===== src/rtl/idgdp_pkg.sv =====
// Package for the int4 group dequant dot product: widths, queue entry and
// status types, accumulator limits. No dependencies.
package idgdp_pkg;

   localparam int LANES       = 8;
   localparam int ACT_W       = 16;
   localparam int NIB_W       = 4;
   localparam int WORD_W      = LANES * NIB_W;
   localparam int PROD_W      = ACT_W + NIB_W;
   localparam int LSUM_W      = PROD_W + 3;
   localparam int SCALE_W     = 24;
   localparam int MUL_W       = LSUM_W + SCALE_W + 1;
   localparam int TERM_W      = 47;
   localparam int ACC_W       = 56;
   localparam int QUEUE_DEPTH = 4;

   localparam logic signed [ACC_W-1:0] ACC_MAX = {1'b0, {(ACC_W-1){1'b1}}};
   localparam logic signed [ACC_W-1:0] ACC_MIN = {1'b1, {(ACC_W-1){1'b0}}};

   typedef struct packed {
      logic signed [LSUM_W-1:0] lane_sum;
      logic [SCALE_W-1:0]       scale;
      logic                     last;
   } lane_entry_type;

   typedef struct packed {
      logic full;
      logic empty;
   } queue_status_type;

endpackage


===== src/rtl/idgdp_req_if.sv =====
// Request channel: one packed weight word with its activations and scale.
// Depends on idgdp_pkg.
interface idgdp_req_if;
   logic                                       valid;
   logic                                       ready;
   logic signed [idgdp_pkg::ACT_W-1:0]         act_0;
   logic signed [idgdp_pkg::ACT_W-1:0]         act_1;
   logic signed [idgdp_pkg::ACT_W-1:0]         act_2;
   logic signed [idgdp_pkg::ACT_W-1:0]         act_3;
   logic signed [idgdp_pkg::ACT_W-1:0]         act_4;
   logic signed [idgdp_pkg::ACT_W-1:0]         act_5;
   logic signed [idgdp_pkg::ACT_W-1:0]         act_6;
   logic signed [idgdp_pkg::ACT_W-1:0]         act_7;
   logic [idgdp_pkg::WORD_W-1:0]               packed_weights;
   logic [idgdp_pkg::SCALE_W-1:0]              group_scale;
   logic                                       row_last;

   modport source (
      output valid, act_0, act_1, act_2, act_3, act_4, act_5, act_6, act_7,
             packed_weights, group_scale, row_last,
      input  ready
   );
   modport sink (
      input  valid, act_0, act_1, act_2, act_3, act_4, act_5, act_6, act_7,
             packed_weights, group_scale, row_last,
      output ready
   );
endinterface


===== src/rtl/idgdp_rsp_if.sv =====
// Response channel: one row dot product, 34 fraction bits.
// Depends on idgdp_pkg.
interface idgdp_rsp_if;
   logic                               valid;
   logic                               ready;
   logic signed [idgdp_pkg::ACC_W-1:0] row_result;

   modport source (output valid, row_result, input ready);
   modport sink (input valid, row_result, output ready);
endinterface


===== src/rtl/idgdp_front.sv =====
// Front end: accepts request beats, registers the eight nibble products and
// reduces them to a lane sum pushed into the queue. Depends on idgdp_pkg.
module idgdp_front (
   input  logic                          clock,
   input  logic                          reset,
   idgdp_req_if.sink                     req_bus,
   input  idgdp_pkg::queue_status_type   q_status,
   output logic                          push,
   output idgdp_pkg::lane_entry_type     push_entry
);

   logic                                  stg_valid_ff;
   logic                                  stg_valid_in;
   logic signed [idgdp_pkg::PROD_W-1:0]   prod_ff [idgdp_pkg::LANES];
   logic signed [idgdp_pkg::PROD_W-1:0]   prod_in [idgdp_pkg::LANES];
   logic [idgdp_pkg::SCALE_W-1:0]         scale_ff;
   logic                                  last_ff;
   logic signed [idgdp_pkg::ACT_W-1:0]    acts [idgdp_pkg::LANES];
   logic signed [idgdp_pkg::PROD_W-1:0]   act_ext [idgdp_pkg::LANES];
   logic signed [idgdp_pkg::PROD_W-1:0]   wgt_ext [idgdp_pkg::LANES];
   logic signed [idgdp_pkg::LSUM_W-1:0]   lane_sum;
   logic                                  accept;

   assign acts[0] = req_bus.act_0;
   assign acts[1] = req_bus.act_1;
   assign acts[2] = req_bus.act_2;
   assign acts[3] = req_bus.act_3;
   assign acts[4] = req_bus.act_4;
   assign acts[5] = req_bus.act_5;
   assign acts[6] = req_bus.act_6;
   assign acts[7] = req_bus.act_7;

   assign req_bus.ready = !stg_valid_ff || !q_status.full;
   assign accept        = req_bus.valid && req_bus.ready;
   assign push          = stg_valid_ff && !q_status.full;

   always_comb begin
      for (int t = 0; t < idgdp_pkg::LANES; t++) begin
         act_ext[t] = idgdp_pkg::PROD_W'(acts[t]);
         wgt_ext[t] = idgdp_pkg::PROD_W'(
            $signed(req_bus.packed_weights[t*idgdp_pkg::NIB_W +: idgdp_pkg::NIB_W]));
         prod_in[t] = act_ext[t] * wgt_ext[t];
      end
   end

   always_comb begin
      lane_sum = '0;
      for (int t = 0; t < idgdp_pkg::LANES; t++) begin
         lane_sum = lane_sum + idgdp_pkg::LSUM_W'(prod_ff[t]);
      end
   end

   always_comb begin
      stg_valid_in = stg_valid_ff;
      if (accept) begin
         stg_valid_in = 1'b1;
      end else if (push) begin
         stg_valid_in = 1'b0;
      end
   end

   always_ff @(posedge clock) begin
      if (reset) begin
         stg_valid_ff <= 1'b0;
      end else begin
         stg_valid_ff <= stg_valid_in;
      end
   end

   always_ff @(posedge clock) begin
      if (accept) begin
         prod_ff  <= prod_in;
         scale_ff <= req_bus.group_scale;
         last_ff  <= req_bus.row_last;
      end
   end

   assign push_entry.lane_sum = lane_sum;
   assign push_entry.scale    = scale_ff;
   assign push_entry.last     = last_ff;

endmodule


===== src/rtl/idgdp_queue.sv =====
// Short first-word-fall-through queue between front and back end.
// Depends on idgdp_pkg.
module idgdp_queue #(
   parameter int DEPTH = idgdp_pkg::QUEUE_DEPTH
) (
   input  logic                          clock,
   input  logic                          reset,
   input  logic                          push,
   input  idgdp_pkg::lane_entry_type     push_entry,
   input  logic                          pop,
   output idgdp_pkg::lane_entry_type     pop_entry,
   output idgdp_pkg::queue_status_type   q_status
);

   localparam int PTR_W = (DEPTH > 1) ? $clog2(DEPTH) : 1;
   localparam int CNT_W = $clog2(DEPTH + 1);

   idgdp_pkg::lane_entry_type entry_ff [DEPTH];
   logic [PTR_W-1:0]          wr_ptr_ff;
   logic [PTR_W-1:0]          wr_ptr_in;
   logic [PTR_W-1:0]          rd_ptr_ff;
   logic [PTR_W-1:0]          rd_ptr_in;
   logic [CNT_W-1:0]          count_ff;
   logic [CNT_W-1:0]          count_in;
   logic                      do_push;
   logic                      do_pop;

   assign q_status.full  = (count_ff == CNT_W'(DEPTH));
   assign q_status.empty = (count_ff == '0);
   assign do_push        = push && !q_status.full;
   assign do_pop         = pop && !q_status.empty;
   assign pop_entry      = entry_ff[rd_ptr_ff];

   always_comb begin
      wr_ptr_in = wr_ptr_ff;
      rd_ptr_in = rd_ptr_ff;
      count_in  = count_ff;
      if (do_push) begin
         wr_ptr_in = (wr_ptr_ff == PTR_W'(DEPTH - 1)) ? '0 : wr_ptr_ff + 1'b1;
      end
      if (do_pop) begin
         rd_ptr_in = (rd_ptr_ff == PTR_W'(DEPTH - 1)) ? '0 : rd_ptr_ff + 1'b1;
      end
      if (do_push && !do_pop) begin
         count_in = count_ff + 1'b1;
      end else if (do_pop && !do_push) begin
         count_in = count_ff - 1'b1;
      end
   end

   always_ff @(posedge clock) begin
      if (reset) begin
         wr_ptr_ff <= '0;
         rd_ptr_ff <= '0;
         count_ff  <= '0;
      end else begin
         wr_ptr_ff <= wr_ptr_in;
         rd_ptr_ff <= rd_ptr_in;
         count_ff  <= count_in;
      end
   end

   always_ff @(posedge clock) begin
      if (do_push) begin
         entry_ff[wr_ptr_ff] <= push_entry;
      end
   end

endmodule


===== src/rtl/idgdp_back.sv =====
// Back end: scales each lane sum, accumulates with saturation and holds the
// row result in an output register. Depends on idgdp_pkg.
module idgdp_back (
   input  logic                          clock,
   input  logic                          reset,
   input  idgdp_pkg::lane_entry_type     pop_entry,
   input  idgdp_pkg::queue_status_type   q_status,
   output logic                          pop,
   idgdp_rsp_if.source                   rsp_bus
);

   logic                                 mul_valid_ff;
   logic                                 mul_valid_in;
   logic signed [idgdp_pkg::TERM_W-1:0]  term_ff;
   logic                                 mul_last_ff;
   logic signed [idgdp_pkg::ACC_W-1:0]   acc_ff;
   logic signed [idgdp_pkg::ACC_W-1:0]   acc_in;
   logic                                 rsp_valid_ff;
   logic                                 rsp_valid_in;
   logic signed [idgdp_pkg::ACC_W-1:0]   rsp_data_ff;
   logic signed [idgdp_pkg::SCALE_W:0]   scale_s;
   logic signed [idgdp_pkg::MUL_W-1:0]   mul_full;
   logic signed [idgdp_pkg::ACC_W:0]     sum_wide;
   logic signed [idgdp_pkg::ACC_W-1:0]   total;
   logic                                 out_free;
   logic                                 acc_fire;
   logic                                 mul_adv;

   assign out_free = !rsp_valid_ff || rsp_bus.ready;
   assign acc_fire = mul_valid_ff && (!mul_last_ff || out_free);
   assign mul_adv  = !mul_valid_ff || acc_fire;
   assign pop      = mul_adv && !q_status.empty;

   assign scale_s  = $signed({1'b0, pop_entry.scale});
   assign mul_full = pop_entry.lane_sum * scale_s;

   assign sum_wide = {acc_ff[idgdp_pkg::ACC_W-1], acc_ff}
                   + (idgdp_pkg::ACC_W + 1)'(term_ff);

   always_comb begin
      total = sum_wide[idgdp_pkg::ACC_W-1:0];
      if (sum_wide[idgdp_pkg::ACC_W] != sum_wide[idgdp_pkg::ACC_W-1]) begin
         total = sum_wide[idgdp_pkg::ACC_W] ? idgdp_pkg::ACC_MIN : idgdp_pkg::ACC_MAX;
      end
   end

   always_comb begin
      mul_valid_in = mul_valid_ff;
      acc_in       = acc_ff;
      rsp_valid_in = rsp_valid_ff;
      if (mul_adv) begin
         mul_valid_in = pop;
      end
      if (acc_fire) begin
         acc_in = mul_last_ff ? '0 : total;
      end
      if (rsp_valid_ff && rsp_bus.ready) begin
         rsp_valid_in = 1'b0;
      end
      if (acc_fire && mul_last_ff) begin
         rsp_valid_in = 1'b1;
      end
   end

   always_ff @(posedge clock) begin
      if (reset) begin
         mul_valid_ff <= 1'b0;
         acc_ff       <= '0;
         rsp_valid_ff <= 1'b0;
      end else begin
         mul_valid_ff <= mul_valid_in;
         acc_ff       <= acc_in;
         rsp_valid_ff <= rsp_valid_in;
      end
   end

   always_ff @(posedge clock) begin
      if (pop) begin
         term_ff     <= mul_full[idgdp_pkg::TERM_W-1:0];
         mul_last_ff <= pop_entry.last;
      end
      if (acc_fire && mul_last_ff) begin
         rsp_data_ff <= total;
      end
   end

   assign rsp_bus.valid      = rsp_valid_ff;
   assign rsp_bus.row_result = rsp_data_ff;

endmodule


===== src/rtl/int4_group_dequant_dot_product.sv =====
// Top level of the int4 group dequant dot product.
// Depends on idgdp_pkg, idgdp_req_if, idgdp_rsp_if, idgdp_front, idgdp_queue, idgdp_back.
//
//   channel   dir   beat contents
//   req_bus   in    act_0..act_7, packed_weights, group_scale, row_last
//   rsp_bus   out   row_result (one beat per row, on the row_last word)
//
// Sustains one req beat per cycle while the queue is not full; the product stage and queue pace the front.
// After its last word, a row result passes the product register, the queue, the term register and the output register.
// rsp stalls fill the queue (QUEUE_DEPTH entries) before req_ready drops.
// Synchronous reset clears the accumulator, queue and all valid flags.
module int4_group_dequant_dot_product #(
   parameter int QUEUE_DEPTH = idgdp_pkg::QUEUE_DEPTH
) (
   input  logic          clock,
   input  logic          reset,
   idgdp_req_if.sink     req_bus,
   idgdp_rsp_if.source   rsp_bus
);

   logic                          push;
   logic                          pop;
   idgdp_pkg::lane_entry_type     push_entry;
   idgdp_pkg::lane_entry_type     pop_entry;
   idgdp_pkg::queue_status_type   q_status;

   idgdp_front u_front (
      .clock      (clock),
      .reset      (reset),
      .req_bus    (req_bus),
      .q_status   (q_status),
      .push       (push),
      .push_entry (push_entry)
   );

   idgdp_queue #(
      .DEPTH (QUEUE_DEPTH)
   ) u_queue (
      .clock      (clock),
      .reset      (reset),
      .push       (push),
      .push_entry (push_entry),
      .pop        (pop),
      .pop_entry  (pop_entry),
      .q_status   (q_status)
   );

   idgdp_back u_back (
      .clock     (clock),
      .reset     (reset),
      .pop_entry (pop_entry),
      .q_status  (q_status),
      .pop       (pop),
      .rsp_bus   (rsp_bus)
   );

endmodule


===== src/flat_wrapper.sv =====
// flat-port wrapper written by rule: the top's interface ports become plain ports
module int4_group_dequant_dot_product_flat 
#(
   parameter int QUEUE_DEPTH = idgdp_pkg::QUEUE_DEPTH
)
  (clock, reset, req_bus_valid, req_bus_act_0, req_bus_act_1, req_bus_act_2, req_bus_act_3, req_bus_act_4, req_bus_act_5, req_bus_act_6, req_bus_act_7, req_bus_packed_weights, req_bus_group_scale, req_bus_row_last, req_bus_ready, rsp_bus_valid, rsp_bus_row_result, rsp_bus_ready);
  idgdp_req_if req_bus_i ();
  idgdp_rsp_if rsp_bus_i ();
  input  logic clock;
  input  logic reset;
  input wire logic [$bits(req_bus_i.valid)-1:0] req_bus_valid;
  input wire logic [$bits(req_bus_i.act_0)-1:0] req_bus_act_0;
  input wire logic [$bits(req_bus_i.act_1)-1:0] req_bus_act_1;
  input wire logic [$bits(req_bus_i.act_2)-1:0] req_bus_act_2;
  input wire logic [$bits(req_bus_i.act_3)-1:0] req_bus_act_3;
  input wire logic [$bits(req_bus_i.act_4)-1:0] req_bus_act_4;
  input wire logic [$bits(req_bus_i.act_5)-1:0] req_bus_act_5;
  input wire logic [$bits(req_bus_i.act_6)-1:0] req_bus_act_6;
  input wire logic [$bits(req_bus_i.act_7)-1:0] req_bus_act_7;
  input wire logic [$bits(req_bus_i.packed_weights)-1:0] req_bus_packed_weights;
  input wire logic [$bits(req_bus_i.group_scale)-1:0] req_bus_group_scale;
  input wire logic [$bits(req_bus_i.row_last)-1:0] req_bus_row_last;
  output wire logic [$bits(req_bus_i.ready)-1:0] req_bus_ready;
  output wire logic [$bits(rsp_bus_i.valid)-1:0] rsp_bus_valid;
  output wire logic [$bits(rsp_bus_i.row_result)-1:0] rsp_bus_row_result;
  input wire logic [$bits(rsp_bus_i.ready)-1:0] rsp_bus_ready;
  assign req_bus_i.valid = req_bus_valid;
  assign req_bus_i.act_0 = req_bus_act_0;
  assign req_bus_i.act_1 = req_bus_act_1;
  assign req_bus_i.act_2 = req_bus_act_2;
  assign req_bus_i.act_3 = req_bus_act_3;
  assign req_bus_i.act_4 = req_bus_act_4;
  assign req_bus_i.act_5 = req_bus_act_5;
  assign req_bus_i.act_6 = req_bus_act_6;
  assign req_bus_i.act_7 = req_bus_act_7;
  assign req_bus_i.packed_weights = req_bus_packed_weights;
  assign req_bus_i.group_scale = req_bus_group_scale;
  assign req_bus_i.row_last = req_bus_row_last;
  assign req_bus_ready = req_bus_i.ready;
  assign rsp_bus_valid = rsp_bus_i.valid;
  assign rsp_bus_row_result = rsp_bus_i.row_result;
  assign rsp_bus_i.ready = rsp_bus_ready;
  int4_group_dequant_dot_product #(.QUEUE_DEPTH(QUEUE_DEPTH)) u_core (.clock(clock), .reset(reset), .req_bus(req_bus_i), .rsp_bus(rsp_bus_i));
endmodule

===== config.mk =====
export PLATFORM = sky130hd
export DESIGN_NAME = int4_group_dequant_dot_product_flat
export DESIGN_NICKNAME = d
export VERILOG_FILES = /design/src/rtl/idgdp_pkg.sv /design/src/rtl/idgdp_req_if.sv /design/src/rtl/idgdp_rsp_if.sv /design/src/rtl/idgdp_front.sv /design/src/rtl/idgdp_queue.sv /design/src/rtl/idgdp_back.sv /design/src/rtl/int4_group_dequant_dot_product.sv /design/src/flat_wrapper.sv
export SDC_FILE = /design/constraint.sdc
export NUM_CORES = 2
export LEC_CHECK = 0
export ABC_CLOCK_PERIOD_IN_PS = 20100
export BUFFER_PORTS_ARGS = -buffer_cell sky130_fd_sc_hd__buf_2
export CAP_MARGIN = 20
export CORE_UTILIZATION = 35
export CTS_CLUSTER_SIZE = 8
export DETAILED_ROUTE_END_ITERATION = 12
export GPL_TIMING_DRIVEN = 0
export SYNTH_ARGS = -nofsm -noshare
export SYNTH_HDL_FRONTEND = slang
export SYNTH_SLANG_ARGS = --single-unit

===== constraint.sdc =====
create_clock -name clock -period 20.1 [get_ports clock]
set_input_delay 1.005 -clock clock [delete_from_list [all_inputs] [get_ports clock]]
set_output_delay 1.005 -clock clock [all_outputs]
set_load 0.05 [all_outputs]

==> metrics <==
Rel. slew slack=0.2094; number of distinct library cells after synthesis=79; Top Ports=247; Detailed Routing Iterations Pass 1=5; CTS root buffer=clkbuf_16; Final ANT Viol Nets=0; XOR/XNOR share of the synthesized area=0.03490; Min-Delay Path Class=reg2reg; RR Endpoint=u_core.u_back.term_ff[46]; number of synthesized register bits=about 550; fillers=17,200; hpwl dp=about 140 mm; hold path cells=2; mapped cell area=60,980 um^2; post-synthesis simple-gate area fraction=0.1335; hold_ws=0.4512 ns; top cell type's share of synthesized area=0.2794; Post-Route WL=roughly 170 mm; vias in the first global route=45,040; vias per cell=4.880; setup violators final=0; chip width=419.4 um; pin count of the biggest net entering global routing=39; Yosys top cell by area=fa_1; Mean Syn Cell Area=9.935 um^2; mux share of post-synthesis cell area=0.01775; largest family of logic cells by synthesized area=adder cells; first-pass GRT wire length=264.0 mm; Post-synth ARST share=0; Final GP Congestion=0.9783; WS Path Type=reg2reg; status=completed; register area share after synthesis=0.2592; Total GRT Usage=0.1974; IO buf count=246; Top FF cell, synth=edfxtp_1; Area growth, synth to finish=11.42%; row cnt=152; fin crit period=between 10 and 15 ns; Clock Latency Late Sink=0.69 ns; final core occ=0.3943; post-route clock period utilization=0.5726; flop-to-flop setup slack=8.59 ns; Max Cap Viol=0; remaining global-route overflow=0; Clk pin slew, worst setup/hold paths=0.05 ns; CP arrival=between 10 and 15 ns; crit-path max cell delay=0.71 ns; wire length per cell=19.29 um; initial core utilization=0.3539; most frequent cell after synthesis=inv_1; path depth of the worst reg2reg path=33; cts repair resizes=0; list of most frequent post-synthesis cells=inv_1, fa_1, nand2_1; Remaining DRCs=0; RSZ-0062 raised after global routing=false; syn nets=7,744; CTS tree=done; CTS Buffer Depth=3; worst slack at placement=8.479 ns; H-tree Lvls=3; hold buffers post-CTS=0; Cells after Synth=6,138; Synth Area in Compound Gates=0.07591; Post-synth EDFFs=481; Setup Skew=approximately 0.039 ns; min-delay src=u_core.u_back.acc_ff[42]; CP max FO=10; Synth Area in Adders=0.3976; Num CTS Buffers=80; f_max=0.08689 GHz; clock sinks=549; pins over their slew limit=0; Critical Path Start Type=register; final count of hold timing violations=0; CP most frequent cell=fa_1; Synth Warn #=0; initial DRC count=roughly 2,900; die area=~180,000 um^2; final setup margin=8.591 ns; total number of vias=43,200; Die Y=419.4 um; Crit. End Element=register; worst-margin pin slew=1.178 ns; Sum Neg Setup Slack=0 ns; Post-CTS Setup Bufs=0; slowest stage cell, crit path=clkbuf_1; Req. time, crit path=20.51 ns; share of cells above drive strength 1=0.07097; initial antenna violation count=21; Layout Nets=8,104; worst hold endpoint=u_core.u_back.acc_ff[42]; Synth area leaders=fa_1, edfxtp_1, ha_1; core area=between 150,000 and 200,000 um^2
-- final cells by class --
type / count / area, um^2 / share of cell area
Multi-Input combinational cell: 4279 / 40290 / 0.5929
Sequential cell: 549 / 15810 / 0.2326
Inverter: 1115 / 4185 / 0.06160
Tap cell: 2310 / 2890 / 0.04254
Clock buffer: 111 / 2118 / 0.03118
Timing Repair Buffer: 278 / 1684 / 0.02479
Buffer: 195 / 763.2 / 0.01123
Clock inverter: 11 / 202.7 / 0.002983
Antenna cell: 4 / 10.01 / 0.0001473
-- logic make-up (layout without fill, tap and decap cells) --
| family | count (synthesis) | count (layout) |
|---|---|---|
| multiplexers | 92 | 92 |
| flip-flops | 549 | 549 |
| XOR/XNOR | 243 | 243 |
| buffers and inverters | 1310 | 1710 |
| AND/OR/NAND/NOR | 1787 | 1787 |
| AO/OA/AOI/OAI | 727 | 727 |
| adder cells (fa/ha/maj) | 1430 | 1430 |
| other | 0 | 4 |
-- per-layer routing --
layer | vias up | part of all wire | global-route usage
met1 | 21250 | 0.41 | 0.2464
met3 | 337 | 0.055 | 0.03059
met5 | - | 0.000047 | 0
met2 | 1257 | 0.49 | 0.3414
met4 | 2 | 0.044 | 0.07615
li1 | 20350 | - | -
-- worst max-delay path by stage --
stage	slack, ns	start	endpoint
after floorplan	8.98	u_core.u_front.stg_valid_ff	u_core.u_front.last_ff
after global placement	4.76	u_core.u_front.stg_valid_ff	u_core.u_front.scale_ff[15]
after detailed placement	8.48	register	u_core.u_back.term_ff[46]
after CTS	8.50	register	u_core.u_back.term_ff[46]
after global routing	8.02	register	u_core.u_back.term_ff[46]
final	8.59	register	u_core.u_back.term_ff[46]
-- stage by stage --
step	cell area, um^2	cells
CTS	67910	8846
global route	67950	8852
detailed placement	65590	8724
floorplan	60980	6138
finish	67950	8852
global placement	65100	8694
-- cells in the final DEF (no fill, tap or decap), types with 194 or more instances in the layout --
master | Yosys | routed
ha_1 | 566 | 566
buf_2 | 9 | 256
a21oi_1 | 196 | 196
edfxtp_1 | 481 | 481
clkbuf_1 | 172 | 203
inv_1 | 1115 | 1115
fa_1 | 851 | 851
nand2_1 | 704 | 704
and2_1 | 209 | 205
nor2_1 | 473 | 472
xnor2_1 | 194 | 194
-- state kept, by name, indices dropped and copies added, names as in the netlist, named ones only --
name and count:
u_core.u_queue.wr_ptr_ff 2, u_core.u_front.stg_valid_ff 1, u_core.u_queue.count_ff 3, u_core.u_back.mul_last_ff 1
u_core.u_back.rsp_bus.valid 1, u_core.u_front.last_ff 1, u_core.u_queue.rd_ptr_ff 2, u_core.u_back.term_ff 47
u_core.u_front.scale_ff 24, u_core.u_back.mul_valid_ff 1, u_core.u_queue.entry_ff 192, u_core.u_back.acc_ff 56
u_core.u_back.rsp_bus.row_result 56, u_core.u_front.prod_ff 160
-- critical path, delay by kind of cell (launching register included) --
family,cells,cell delay [ns]
adders and majority gates,8,3.76
buffers and inverters,11,3.37
AOI/OAI and AO/OA,7,2.09
and+or+nand+nor,6,1.45
DFF,1,0.36
muxes,1,0.24
Power is not shown: default switching activity piles up to over one toggle a cycle in this logic, so the estimate is an artifact.
